===== config.mk =====
export PLATFORM = sky130hd
export DESIGN_NAME = motor_slot_self_test_sequencer_top
export DESIGN_NICKNAME = d
export VERILOG_FILES = /design/src/hw/rtl/msst_pkg.sv /design/src/hw/rtl/msst_mode.sv /design/src/hw/rtl/msst_sweep.sv /design/src/hw/rtl/motor_slot_self_test_sequencer_top.sv
export SDC_FILE = /design/constraint.sdc
export NUM_CORES = 1
export LEC_CHECK = 0
export BUFFER_PORTS_ARGS = -buffer_cell sky130_fd_sc_hd__buf_2
export CORE_ASPECT_RATIO = 2
export CORE_UTILIZATION = 40
export CTS_BUF_LIST = sky130_fd_sc_hd__clkbuf_2 sky130_fd_sc_hd__clkbuf_4 sky130_fd_sc_hd__clkbuf_8
export CTS_CLUSTER_SIZE = 12
export DETAILED_ROUTE_END_ITERATION = 8
export GPL_TIMING_DRIVEN = 0
export PLACE_DENSITY_LB_ADDON = 0.05
export SLEW_MARGIN = 5
export SYNTH_ARGS = -nofsm -noshare
export SYNTH_HDL_FRONTEND = slang
export SYNTH_HIERARCHICAL = 1
export SYNTH_SLANG_ARGS = --single-unit

===== constraint.sdc =====
create_clock -name i_clk -period 5.7 [get_ports i_clk]
set_input_delay 1.71 -clock i_clk [delete_from_list [all_inputs] [get_ports i_clk]]
set_output_delay 1.71 -clock i_clk [all_outputs]
set_load 0.02 [all_outputs]

===== src/hw/rtl/msst_pkg.sv =====
`default_nettype none

package msst_pkg;

    localparam int HOLD_W    = 16;
    localparam int ROW_W     = 3;
    localparam int COL_W     = 4;
    localparam int IND_W     = 2;
    localparam int MODE_W    = 2;
    localparam int RUN_W     = 2;
    localparam int ROW_REGS  = 5;

    // Test mode codes as seen on the result channel.
    localparam logic [MODE_W-1:0] CODE_IDLE  = 2'd0;
    localparam logic [MODE_W-1:0] CODE_TEST  = 2'd1;
    localparam logic [MODE_W-1:0] CODE_ENTER = 2'd2;
    localparam logic [MODE_W-1:0] CODE_LEAVE = 2'd3;

    // Highest tested column of each row.
    typedef logic [ROW_REGS-1:0][COL_W-1:0] t_col_tbl;

    // Mode change events raised by the mode machine for the sequencer.
    typedef struct packed {
        logic enter;
        logic leave;
    } t_mode_evt;

    // Per-tick sequencer outputs.
    typedef struct packed {
        logic             drive_request;
        logic [ROW_W-1:0] slot_row;
        logic [COL_W-1:0] slot_column;
        logic             report_valid;
        logic             report_fault;
        logic [IND_W-1:0] ir_indicator;
        logic [IND_W-1:0] motor_indicator;
        logic             sweep_done;
    } t_sweep_out;

endpackage

`default_nettype wire


===== src/hw/rtl/msst_mode.sv =====
`default_nettype none

module msst_mode (
    input  wire logic                       i_clk,
    input  wire logic                       i_rst_n,
    input  wire logic                       i_adv,
    input  wire logic                       i_button_held,
    input  wire logic                       i_button_released,
    input  wire logic [msst_pkg::HOLD_W-1:0] i_enter_hold_ticks,
    input  wire logic [msst_pkg::HOLD_W-1:0] i_exit_hold_ticks,
    output msst_pkg::t_mode_evt             o_evt,
    output logic [msst_pkg::MODE_W-1:0]     o_test_mode
);
    import msst_pkg::*;

    typedef enum logic [3:0] {
        M_IDLE  = 4'b0001,
        M_TEST  = 4'b0010,
        M_ENTER = 4'b0100,
        M_LEAVE = 4'b1000
    } t_mode;

    t_mode             r_mode, n_mode;
    logic [HOLD_W-1:0] r_hold, n_hold;
    logic [HOLD_W-1:0] thr;

    always_comb begin
        n_mode    = r_mode;
        n_hold    = r_hold;
        o_evt     = '0;
        thr       = (r_mode == M_TEST) ? i_exit_hold_ticks : i_enter_hold_ticks;
        case (r_mode)
            M_IDLE, M_TEST: begin
                if (i_button_held) begin
                    if (r_hold < thr) begin
                        n_hold = r_hold + 1'b1;
                    end else begin
                        n_hold = '0;
                        if (r_mode == M_TEST) begin
                            n_mode      = M_LEAVE;
                            o_evt.leave = 1'b1;
                        end else begin
                            n_mode      = M_ENTER;
                            o_evt.enter = 1'b1;
                        end
                    end
                end else begin
                    n_hold = '0;
                end
            end
            M_ENTER: begin
                if (i_button_released) n_mode = M_TEST;
            end
            M_LEAVE: begin
                if (i_button_released) n_mode = M_IDLE;
            end
            default: ;
        endcase
    end

    always_comb begin
        case (n_mode)
            M_IDLE:  o_test_mode = CODE_IDLE;
            M_TEST:  o_test_mode = CODE_TEST;
            M_ENTER: o_test_mode = CODE_ENTER;
            M_LEAVE: o_test_mode = CODE_LEAVE;
            default: o_test_mode = CODE_IDLE;
        endcase
    end

    always_ff @(posedge i_clk) begin
        if (!i_rst_n) begin
            r_mode <= M_IDLE;
            r_hold <= '0;
        end else if (i_adv) begin
            r_mode <= n_mode;
            r_hold <= n_hold;
        end
    end

endmodule

`default_nettype wire


===== src/hw/rtl/msst_sweep.sv =====
`default_nettype none

module msst_sweep #(
    parameter int ROW_COUNT = 5
) (
    input  wire logic                      i_clk,
    input  wire logic                      i_rst_n,
    input  wire logic                      i_adv,
    input  wire msst_pkg::t_mode_evt       i_evt,
    input  wire msst_pkg::t_col_tbl        i_last_col,
    input  wire logic                      i_ir_seen,
    input  wire logic                      i_drive_accepted,
    input  wire logic [msst_pkg::RUN_W-1:0] i_drive_run_state,
    input  wire logic                      i_drive_fault,
    input  wire logic                      i_position_fault,
    output msst_pkg::t_sweep_out           o_res
);
    import msst_pkg::*;

    typedef enum logic [8:0] {
        S_START  = 9'b000000001,
        S_REQ1   = 9'b000000010,
        S_RUN1   = 9'b000000100,
        S_STOP1  = 9'b000001000,
        S_REQ2   = 9'b000010000,
        S_RUN2   = 9'b000100000,
        S_STOP2  = 9'b001000000,
        S_REPORT = 9'b010000000,
        S_NEXT   = 9'b100000000
    } t_step;

    localparam logic [IND_W-1:0] IND_PASS  = 2'd1;
    localparam logic [IND_W-1:0] IND_FAIL  = 2'd2;
    localparam logic [IND_W-1:0] IND_CLEAR = 2'd3;
    localparam logic [RUN_W-1:0] RUN_IDLE    = 2'd0;
    localparam logic [RUN_W-1:0] RUN_RUNNING = 2'd2;
    localparam logic [ROW_W-1:0] LAST_ROW_END = ROW_W'(ROW_COUNT);
    localparam logic [ROW_W-1:0] TBL_ROWS     = ROW_W'(ROW_REGS);

    t_step            r_step, n_step;
    logic             r_en, n_en;
    logic [ROW_W-1:0] r_row, n_row;
    logic [COL_W-1:0] r_col, n_col;
    logic             r_fault, n_fault;
    logic             r_irp, n_irp;
    logic             r_motp, n_motp;
    logic [COL_W-1:0] lc;

    always_comb begin
        n_step  = r_step;
        n_en    = r_en;
        n_row   = r_row;
        n_col   = r_col;
        n_fault = r_fault;
        n_irp   = r_irp;
        n_motp  = r_motp;
        o_res   = '0;
        lc      = (r_row < TBL_ROWS) ? i_last_col[r_row] : '0;

        if (i_evt.enter) begin
            n_en   = 1'b1;
            n_step = S_START;
            n_irp  = 1'b0;
            n_motp = 1'b0;
        end
        if (i_evt.leave) begin
            n_en   = 1'b0;
            n_step = S_START;
            o_res.ir_indicator    = IND_CLEAR;
            o_res.motor_indicator = IND_CLEAR;
        end

        if (n_en) begin
            // infrared pass is latched before the step runs
            if (!n_irp && i_ir_seen) begin
                o_res.ir_indicator = IND_PASS;
                n_irp = 1'b1;
            end
            case (n_step)
                S_START: begin
                    n_row  = '0;
                    n_col  = '0;
                    n_step = S_REQ1;
                end
                S_REQ1: begin
                    o_res.drive_request = 1'b1;
                    if (i_drive_accepted) n_step = S_RUN1;
                end
                S_REQ2: begin
                    o_res.drive_request = 1'b1;
                    if (i_drive_accepted) n_step = S_RUN2;
                end
                S_RUN1: begin
                    if (i_drive_run_state == RUN_RUNNING) n_step = S_STOP1;
                end
                S_RUN2: begin
                    if (i_drive_run_state == RUN_RUNNING) n_step = S_STOP2;
                end
                S_STOP1, S_STOP2: begin
                    if (i_drive_run_state == RUN_IDLE) begin
                        if (i_drive_fault) begin
                            n_fault = 1'b1;
                            n_step  = S_REPORT;
                        end else if (n_step == S_STOP1 && i_position_fault) begin
                            // one retry on a bad stop position
                            n_step = S_REQ2;
                        end else begin
                            n_fault = 1'b0;
                            o_res.motor_indicator = IND_PASS;
                            n_motp  = 1'b1;
                            n_step  = S_REPORT;
                        end
                    end
                end
                S_REPORT: begin
                    o_res.report_valid = 1'b1;
                    o_res.report_fault = r_fault;
                    n_step = S_NEXT;
                end
                S_NEXT: begin
                    if (r_row < LAST_ROW_END) begin
                        if (r_col < lc) begin
                            n_col = r_col + 1'b1;
                        end else begin
                            n_col = '0;
                            n_row = r_row + 1'b1;
                        end
                        n_step = S_REQ1;
                    end else begin
                        if (!n_irp)  o_res.ir_indicator    = IND_FAIL;
                        if (!n_motp) o_res.motor_indicator = IND_FAIL;
                        n_row  = '0;
                        n_col  = '0;
                        n_step = S_START;
                        n_en   = 1'b0;
                        o_res.sweep_done = 1'b1;
                    end
                end
                default: ;
            endcase
        end else begin
            n_row  = '0;
            n_col  = '0;
            n_step = S_START;
        end

        o_res.slot_row    = n_row;
        o_res.slot_column = n_col;
    end

    always_ff @(posedge i_clk) begin
        if (!i_rst_n) begin
            r_step  <= S_START;
            r_en    <= 1'b0;
            r_row   <= '0;
            r_col   <= '0;
            r_fault <= 1'b0;
            r_irp   <= 1'b0;
            r_motp  <= 1'b0;
        end else if (i_adv) begin
            r_step  <= n_step;
            r_en    <= n_en;
            r_row   <= n_row;
            r_col   <= n_col;
            r_fault <= n_fault;
            r_irp   <= n_irp;
            r_motp  <= n_motp;
        end
    end

endmodule

`default_nettype wire


===== src/hw/rtl/motor_slot_self_test_sequencer_top.sv =====
// Motor slot self-test sequencer.
// Input channel (i_in_valid / o_in_stall): one transfer per sampled tick of
// the test button, the goods infrared sensor and the motor driver status.
// Output channel (o_out_valid / i_out_stall): exactly one result transfer per
// input tick, in order: test mode, drive request, current slot, slot report,
// indicator commands and end-of-sweep flag.
// Path: a tick is captured in the input register, evaluated by the mode
// machine and slot sequencer, and lands in the result register, from
// which its result is offered.
// Throughput: one tick per cycle while the result channel is not stalled;
// the only loop is the registered state update of the mode machine and sequencer.
// Reset (i_rst_n, synchronous): idle mode, sweep stopped, slot zero, both
// pipeline registers empty, thresholds and per-row column limits back to
// 300, 100, 3, 10, 10, 10, 5.
// Stall: while i_out_stall holds a result, the tick behind it waits in the
// input register and o_in_stall is raised. No transfer is dropped.
// Configuration: i_cfg_we writes i_cfg_idx (0/1 enter/exit hold, 2..6 last
// column of rows 0..4); user must write with no tick in flight (unchecked).
`default_nettype none

module motor_slot_self_test_sequencer_top #(
    parameter int ROW_COUNT = 5
) (
    input  wire logic        i_clk,
    input  wire logic        i_rst_n,
    input  wire logic        i_cfg_we,
    input  wire logic [2:0]  i_cfg_idx,
    input  wire logic [15:0] i_cfg_data,
    input  wire logic        i_in_valid,
    output logic             o_in_stall,
    input  wire logic        i_button_held,
    input  wire logic        i_button_released,
    input  wire logic        i_ir_seen,
    input  wire logic        i_drive_accepted,
    input  wire logic [1:0]  i_drive_run_state,
    input  wire logic        i_drive_fault,
    input  wire logic        i_position_fault,
    output logic             o_out_valid,
    input  wire logic        i_out_stall,
    output logic [1:0]       o_test_mode,
    output logic             o_drive_request,
    output logic [2:0]       o_slot_row,
    output logic [3:0]       o_slot_column,
    output logic             o_report_valid,
    output logic             o_report_fault,
    output logic [1:0]       o_ir_indicator,
    output logic [1:0]       o_motor_indicator,
    output logic             o_sweep_done
);
    import msst_pkg::*;

    localparam logic [2:0] CFG_ENTER_HOLD = 3'd0;
    localparam logic [2:0] CFG_EXIT_HOLD  = 3'd1;
    localparam logic [2:0] CFG_ROW0_LAST  = 3'd2;
    localparam logic [2:0] CFG_ROW1_LAST  = 3'd3;
    localparam logic [2:0] CFG_ROW2_LAST  = 3'd4;
    localparam logic [2:0] CFG_ROW3_LAST  = 3'd5;
    localparam logic [2:0] CFG_ROW4_LAST  = 3'd6;

    // configuration registers
    logic [HOLD_W-1:0] r_enter_hold;
    logic [HOLD_W-1:0] r_exit_hold;
    t_col_tbl          r_last_col;

    // input register
    logic              r_in_valid;
    logic              r_held;
    logic              r_released;
    logic              r_ir;
    logic              r_accepted;
    logic [RUN_W-1:0]  r_run;
    logic              r_dfault;
    logic              r_pfault;

    // result register
    logic              r_out_valid;
    logic [MODE_W-1:0] r_test_mode;
    t_sweep_out        r_res;

    logic              out_free;
    logic              adv;
    logic              in_xfer;
    t_mode_evt         evt;
    logic [MODE_W-1:0] n_test_mode;
    t_sweep_out        n_res;

    // result register frees when empty or being taken this cycle
    assign out_free   = !r_out_valid || !i_out_stall;
    assign adv        = r_in_valid && out_free;
    assign o_in_stall = r_in_valid && !out_free;
    assign in_xfer    = i_in_valid && !o_in_stall;

    always_ff @(posedge i_clk) begin
        if (!i_rst_n) begin
            r_enter_hold <= HOLD_W'(300);
            r_exit_hold  <= HOLD_W'(100);
            r_last_col   <= {COL_W'(5), COL_W'(10), COL_W'(10), COL_W'(10), COL_W'(3)};
        end else if (i_cfg_we) begin
            case (i_cfg_idx)
                CFG_ENTER_HOLD: r_enter_hold  <= i_cfg_data;
                CFG_EXIT_HOLD:  r_exit_hold   <= i_cfg_data;
                CFG_ROW0_LAST:  r_last_col[0] <= i_cfg_data[COL_W-1:0];
                CFG_ROW1_LAST:  r_last_col[1] <= i_cfg_data[COL_W-1:0];
                CFG_ROW2_LAST:  r_last_col[2] <= i_cfg_data[COL_W-1:0];
                CFG_ROW3_LAST:  r_last_col[3] <= i_cfg_data[COL_W-1:0];
                CFG_ROW4_LAST:  r_last_col[4] <= i_cfg_data[COL_W-1:0];
                default: ;
            endcase
        end
    end

    always_ff @(posedge i_clk) begin
        if (!i_rst_n) begin
            r_in_valid <= 1'b0;
        end else if (in_xfer) begin
            r_in_valid <= 1'b1;
        end else if (adv) begin
            r_in_valid <= 1'b0;
        end
    end

    always_ff @(posedge i_clk) begin
        if (in_xfer) begin
            r_held     <= i_button_held;
            r_released <= i_button_released;
            r_ir       <= i_ir_seen;
            r_accepted <= i_drive_accepted;
            r_run      <= i_drive_run_state;
            r_dfault   <= i_drive_fault;
            r_pfault   <= i_position_fault;
        end
    end

    msst_mode u_mode (
        .i_clk              (i_clk),
        .i_rst_n            (i_rst_n),
        .i_adv              (adv),
        .i_button_held      (r_held),
        .i_button_released  (r_released),
        .i_enter_hold_ticks (r_enter_hold),
        .i_exit_hold_ticks  (r_exit_hold),
        .o_evt              (evt),
        .o_test_mode        (n_test_mode)
    );

    msst_sweep #(
        .ROW_COUNT (ROW_COUNT)
    ) u_sweep (
        .i_clk             (i_clk),
        .i_rst_n           (i_rst_n),
        .i_adv             (adv),
        .i_evt             (evt),
        .i_last_col        (r_last_col),
        .i_ir_seen         (r_ir),
        .i_drive_accepted  (r_accepted),
        .i_drive_run_state (r_run),
        .i_drive_fault     (r_dfault),
        .i_position_fault  (r_pfault),
        .o_res             (n_res)
    );

    always_ff @(posedge i_clk) begin
        if (!i_rst_n) begin
            r_out_valid <= 1'b0;
        end else if (adv) begin
            r_out_valid <= 1'b1;
        end else if (!i_out_stall) begin
            r_out_valid <= 1'b0;
        end
    end

    always_ff @(posedge i_clk) begin
        if (adv) begin
            r_test_mode <= n_test_mode;
            r_res       <= n_res;
        end
    end

    assign o_out_valid       = r_out_valid;
    assign o_test_mode       = r_test_mode;
    assign o_drive_request   = r_res.drive_request;
    assign o_slot_row        = r_res.slot_row;
    assign o_slot_column     = r_res.slot_column;
    assign o_report_valid    = r_res.report_valid;
    assign o_report_fault    = r_res.report_fault;
    assign o_ir_indicator    = r_res.ir_indicator;
    assign o_motor_indicator = r_res.motor_indicator;
    assign o_sweep_done      = r_res.sweep_done;

    // a fault is only ever flagged on a reported slot
    a_fault_needs_report: assert property (@(posedge i_clk) disable iff (!i_rst_n)
        o_out_valid && o_report_fault |-> o_report_valid)
        else $error("report_fault without report_valid");

    // the sweep ends with the slot pointer back at zero
    a_done_slot_zero: assert property (@(posedge i_clk) disable iff (!i_rst_n)
        o_out_valid && o_sweep_done |-> (o_slot_row == '0) && (o_slot_column == '0))
        else $error("sweep_done with nonzero slot");

    // drives are only requested while the test is entering or running
    a_request_in_test: assert property (@(posedge i_clk) disable iff (!i_rst_n)
        o_out_valid && o_drive_request |-> (o_test_mode == CODE_TEST) ||
                                           (o_test_mode == CODE_ENTER))
        else $error("drive_request outside test mode");

    // a tick held in the input register advances as soon as the output frees
    a_no_bubble_stall: assert property (@(posedge i_clk) disable iff (!i_rst_n)
        o_in_stall |-> o_out_valid && i_out_stall)
        else $error("input stalled with free result register");

endmodule

`default_nettype wire


# ---- Word level (Yosys, flattened, before mapping)
# Cells that the tools add are included.
dict set report word_totals {
  word_cells 167
  out_inout_bits 19
  input_bits 32
  ff_bits 119
}
dict set report classes {
  add_sub_neg 3
  n_lt_le_gt_ge 4
  reduce_logical 28
  muxes 73
  n_eq_ne 25
}
# op n
set ops {}
lappend ops {{2-to-1 mux 9 bit} 8}
lappend ops {{case mux 9 bit (8 select lines)} 1}
lappend ops {{2-to-1 mux 16 bit} 3}
lappend ops {{2-to-1 mux 4 bit} 11}
lappend ops {{2-to-1 mux 1 bit} 25}
lappend ops {{2-to-1 mux 2 bit} 12}
lappend ops {{AND reduction 2 bit} 10}
lappend ops {{adder 16 x 1 -> 16 bit (second input constant)} 1}
lappend ops {{less-than comparator 16 bit} 1}
lappend ops {{2-to-1 mux 8 bit} 2}
lappend ops {{binary-select mux 4 bit (select 3 bit)} 1}
lappend ops {{case mux 4 bit (3 select lines)} 1}
lappend ops {{2-to-1 mux 5 bit} 2}
lappend ops {{equality test 3 bit (second input constant)} 3}
lappend ops {{equality test 9 x 1 -> 1 bit (second input constant)} 1}
lappend ops {{equality test 9 x 2 -> 1 bit (second input constant)} 1}
lappend ops {{equality test 9 x 3 -> 1 bit (second input constant)} 1}
lappend ops {{equality test 9 x 4 -> 1 bit (second input constant)} 1}
lappend ops {{equality test 9 x 5 -> 1 bit (second input constant)} 1}
lappend ops {{equality test 9 x 6 -> 1 bit (second input constant)} 1}
lappend ops {{equality test 9 x 7 -> 1 bit (second input constant)} 1}
lappend ops {{equality test 9 x 8 -> 1 bit (second input constant)} 1}
lappend ops {{equality test 9 bit (second input constant)} 1}
lappend ops {{2-to-1 mux 3 bit} 3}
lappend ops {{26 further kinds} 40}

# ---- Logic depth before layout (Yosys ltp)
dict set report depth {
  depth_word 15
  mapped_depth 18
  ltp_nobuf 15
}

# ---- By module
# Netlist, hierarchy kept.
# module n_inst cells_per_inst area_each_um2
set modules_own_cells {}
lappend modules_own_cells {motor_slot_self_test_sequencer_top 1 238 2917.8}
lappend modules_own_cells {msst_sweep 1 249 1898.1}
lappend modules_own_cells {msst_mode 1 187 1589.0}

# ---- Worst setup path before layout
# OpenSTA, ideal clock, no wires.
dict set report synth_path {
  path_kind {in2reg}
  start {input i_out_stall}
  end {register u_sweep.r_row[0]}
  setup_ns 0.059
  arrival_time_ns 5.277
  cell_stages 6
  path_slack_ns 0.365
  required_time_ns 5.641
  cell_sequence {a21boi_0 clkinv_1 nor2_1 nand2_1 nor4_1 mux2_2}
}
dict set report synth_between {
  elab_chain_cells 3
}
# item line_no
set synth_lines {}
lappend synth_lines {{start: declaration} motor_slot_self_test_sequencer_top.sv:39} ;# input wire logic i_out_stall,
lappend synth_lines {{logical NOT 1 bit} -}
lappend synth_lines {{logical OR 1 bit} motor_slot_self_test_sequencer_top.sv:88} ;# assign out_free = !r_out_valid || !i_out_stall;
lappend synth_lines {{logical AND 1 bit} motor_slot_self_test_sequencer_top.sv:89} ;# assign adv = r_in_valid && out_free;
lappend synth_lines {{end signal: assignment} msst_sweep.sv:163} ;# r_row <= n_row;
lappend synth_lines {{end: declaration} msst_sweep.sv:42} ;# logic [ROW_W-1:0] r_row, n_row;
# No other way between the ends.
# A chain may end at the register's enable or synchronous reset.

==> flow_summary.json <==
{
  "final_core_util_pct": 46.4,
  "critPathLaunchType": "flip-flop",
  "first_global_vias": 5426,
  "die_h_um": 181,
  "die_area_um2": 16600,
  "final_net_count": 791,
  "outcome": "finished, final reports clean",
  "synthCells": 674,
  "cp.arrival_ns": 5.48,
  "hold_class": "flip-flop to flip-flop",
  "antenna_left": 0,
  "fin_hold_ws_ns": 0.458,
  "hold_viol_final": 0,
  "drtIter0Drc": 264,
  "via_per_inst": 5.50,
  "mostFrequentLayoutCells": "nand2_1, dfxtp_1, mux2i_1",
  "h-tree-depth": 4,
  "grt_max_degree": 27,
  "cp_common_cell": "nor4_1",
  "fin_skew_ns": 0.0112,
  "critical_path_buf_inv_count": 2,
  "synth_cell_type_count": 83,
  "rsz0062_at_grt": "false",
  "place_ws_ns": -0.257,
  "grt_overflow": 0,
  "critPathKind": "flip-flop to flip-flop",
  "finalWorstSetupSlack_ns": 0.594,
  "fin_cells": 951,
  "crit_fanout": 16,
  "drive_gt1_share_pct": 16.3,
  "dp_cells": 921,
  "cts.clk_slew.worst_paths_ns": 0.07,
  "synth_edf_count": 25,
  "ys_ff_latch": 119,
  "async_flop_share_pct": 0,
  "syn-cell-area_um2": 6400,
  "irDropWorstVdd_mv": 0.166,
  "wl_um": 17300,
  "filler_cell_count": 1562,
  "first_pass_iters": 5,
  "slew_headroom_pct": 38.0,
  "grt_pass1_wl_um": 27700,
  "cts_tree": "done",
  "cts.sinks": 119,
  "fp-row-count": 65,
  "wire_per_inst_um": 18.1,
  "post_cts_buffers": 0,
  "critPathTopFamily": "simple AND/OR/NAND/NOR gates",
  "synth_nets": 727,
  "place_congestion": 0.896,
  "vias": 5232,
  "cp_slowest_cell": "clkbuf_1",
  "setup_viol": 0,
  "n_antenna_cell": 0,
  "final_common_cell": "nand2_1",
  "die_w_um": 91.5,
  "design.core.area_um2": 15700,
  "start_util_pct": 40.8,
  "io_pins": 51,
  "fin_crit_ns": 5.11,
  "grtUsageTotal_pct": 21.9,
  "cp_cell_sequence": "nor4b_2, buf_4, mux2i_1, ha_1, nand4_1, nor3_1, o31a_1, o31ai_4, nor4_1, clkbuf_1, o21bai_1, nor2_2, nand2_1, nor4_1, mux2_2",
  "power_density_nw_per_um2": 244,
  "avgSynthCellArea_um2": 9.50,
  "place_area_um2": 6900,
  "holdBufCountCts": 0,
  "required_ns": 6.08,
  "fin_crit_sh_pct": 89.6,
  "worst_setup_path_end_kind": "flip-flop",
  "ys_warn_count": 6,
  "ys.flop_type": "dfxtp_1",
  "fmax_mhz": 196,
  "cts_buffer_depth": 2,
  "antenna_found_initial": 0,
  "port-buffer-count": 46,
  "cts_buffers": 17,
  "maxCapViolCount": 0,
  "finalInstanceArea_um2": 7290,
  "syn_to_final_growth_pct": 13.8,
  "seq_area_frac_synth_pct": 41.1,
  "clkLatencyLatePin_ns": 0.43,
  "cts_root_buf": "clkbuf_8",
  "finalMaxSlewViolations": 0,
  "tightest_slew_ns": 0.928,
  "slowest_delay_ns": 0.50,
  "leakage_nw": 2.79,
  "place_hpwl_um": 13300,
  "drcViolationCount": 0
}
path summary, 6_finish.rpt:
| kind | startpoint | endpoint | slack (ns) | depth (start not counted) |
|---|---|---|---|---|
| max | u_mode/r_mode[3]$_SDFFE_PN0P_ | u_sweep/r_row[0]$_SDFFE_PN0P_ | 0.59 | 15 |
| min | r_last_col[2]$_SDFFE_PN0P_ | r_last_col[2]$_SDFFE_PN0P_ | 0.46 | 2 |
| max reg2reg | u_mode/r_mode[3]$_SDFFE_PN0P_ | u_sweep/r_row[0]$_SDFFE_PN0P_ | 0.59 | 15 |
| min reg2reg | r_last_col[2]$_SDFFE_PN0P_ | r_last_col[2]$_SDFFE_PN0P_ | 0.46 | 2 |
registers in the layout, indices dropped and copies added, names as in the netlist, 2 cells and up:
signal and cells:
u_sweep/r_col 4, r_exit_hold 16, o_motor_indicator 2, r_last_col 20
r_enter_hold 16, u_mode/r_hold 16, r_run 2, o_test_mode 2
u_sweep/r_row 3, o_slot_column 4, o_slot_row 3, o_ir_indicator 2
u_mode/r_mode 4, u_sweep/r_step 9
worst reg2reg max path, delay by kind of cell (launching register included):
| family | cells | cell delay (ns) |
|---|---|---|
| AO/OA/AOI/OAI | 3 | 0.67 |
| adder cells (fa/ha/maj) | 1 | 0.22 |
| buffers and inverters | 2 | 0.85 |
| flip-flops | 1 | 0.32 |
| multiplexers | 2 | 0.69 |
| AND/OR/NAND/NOR | 7 | 2.30 |
cell type report:
class                   instances  area (µm²)  area share [%]
multi-input cells             506        3550            48.7
flip-flops and latches        119        2630            36.1
well taps                     201         251            3.45
clock buffers                  17         234            3.21
repair buffers                 46         230            3.16
plain buffers                  40         204            2.80
clock inverters                14         159            2.18
inverters                       8        30.0           0.412
report_power, final:
part	total (mW)	internal [mW]	switching [mW]	leakage, nW
Clock	0.779	0.426	0.353	0.201
Sequential	0.887	0.877	0.0101	0.995
Combinational	0.111	0.0393	0.0718	1.60
synthesized netlist by cell type (all sizes together) (3+ instances only):
master / count / area (µm²)
a21boi: 6 / 45.0
a21o: 5 / 37.5
a21oi: 25 / 125
a31oi: 5 / 31.3
and3: 5 / 31.3
and4: 3 / 26.3
buf: 21 / 131
clkbuf: 20 / 76.3
dfxtp: 94 / 1880
edfxtp: 25 / 751
ha: 21 / 263
inv: 7 / 26.3
mux2: 5 / 56.3
mux2i: 70 / 701
mux4: 3 / 67.6
nand2: 97 / 364
nand2b: 9 / 56.3
nand3: 21 / 105
nand3b: 5 / 37.5
nand4: 8 / 65.1
nand4b: 5 / 43.8
nor2: 44 / 165
nor2b: 39 / 244
nor3: 12 / 65.1
nor3b: 4 / 35.0
nor4: 10 / 90.1
nor4b: 7 / 97.6
o211ai: 3 / 22.5
o21a: 4 / 30.0
o21ai: 21 / 109
o22ai: 3 / 18.8
o31ai: 3 / 36.3
o41ai: 3 / 26.3
or3: 4 / 30.0
xnor2: 13 / 114
xor2: 6 / 52.6
metal layers:
layer	track usage, %	vias up	wire [µm]
met1	20.2	2508	6100
li1	-	2560	-
met2	43.7	123	10000
met5	0	-	0
met4	11.2	0	648
met3	4.38	41	497
stage by stage:
stage                     power [mW]  setup TNS, ns
final                           1.78              0
after global routing            1.85              0
after CTS                       1.80              0
after detailed placement        1.02         -0.454
after global placement          1.01         -40.41
after floorplan                0.972              0
cell families (layout without fill, tap and decap cells):
family          after synthesis  count (layout)  synth area share (%)
simple gates                284             284                  24.3
compound gates              104             104                  11.4
flops                       119             119                  41.1
mux                          78              78                  12.9
fa+ha+maj                    21              21                  4.10
buf+inv                      49             125                  3.71
xor+xnor                     19              19                  2.60
what timing repair did:
action                                 in CTS  in global routing
resized for setup                           1                  0
setup endpoints to repair                   3                  0
endpoints found under the hold margin       0                  0
Note: power is estimated with default switching activity, not from simulation.
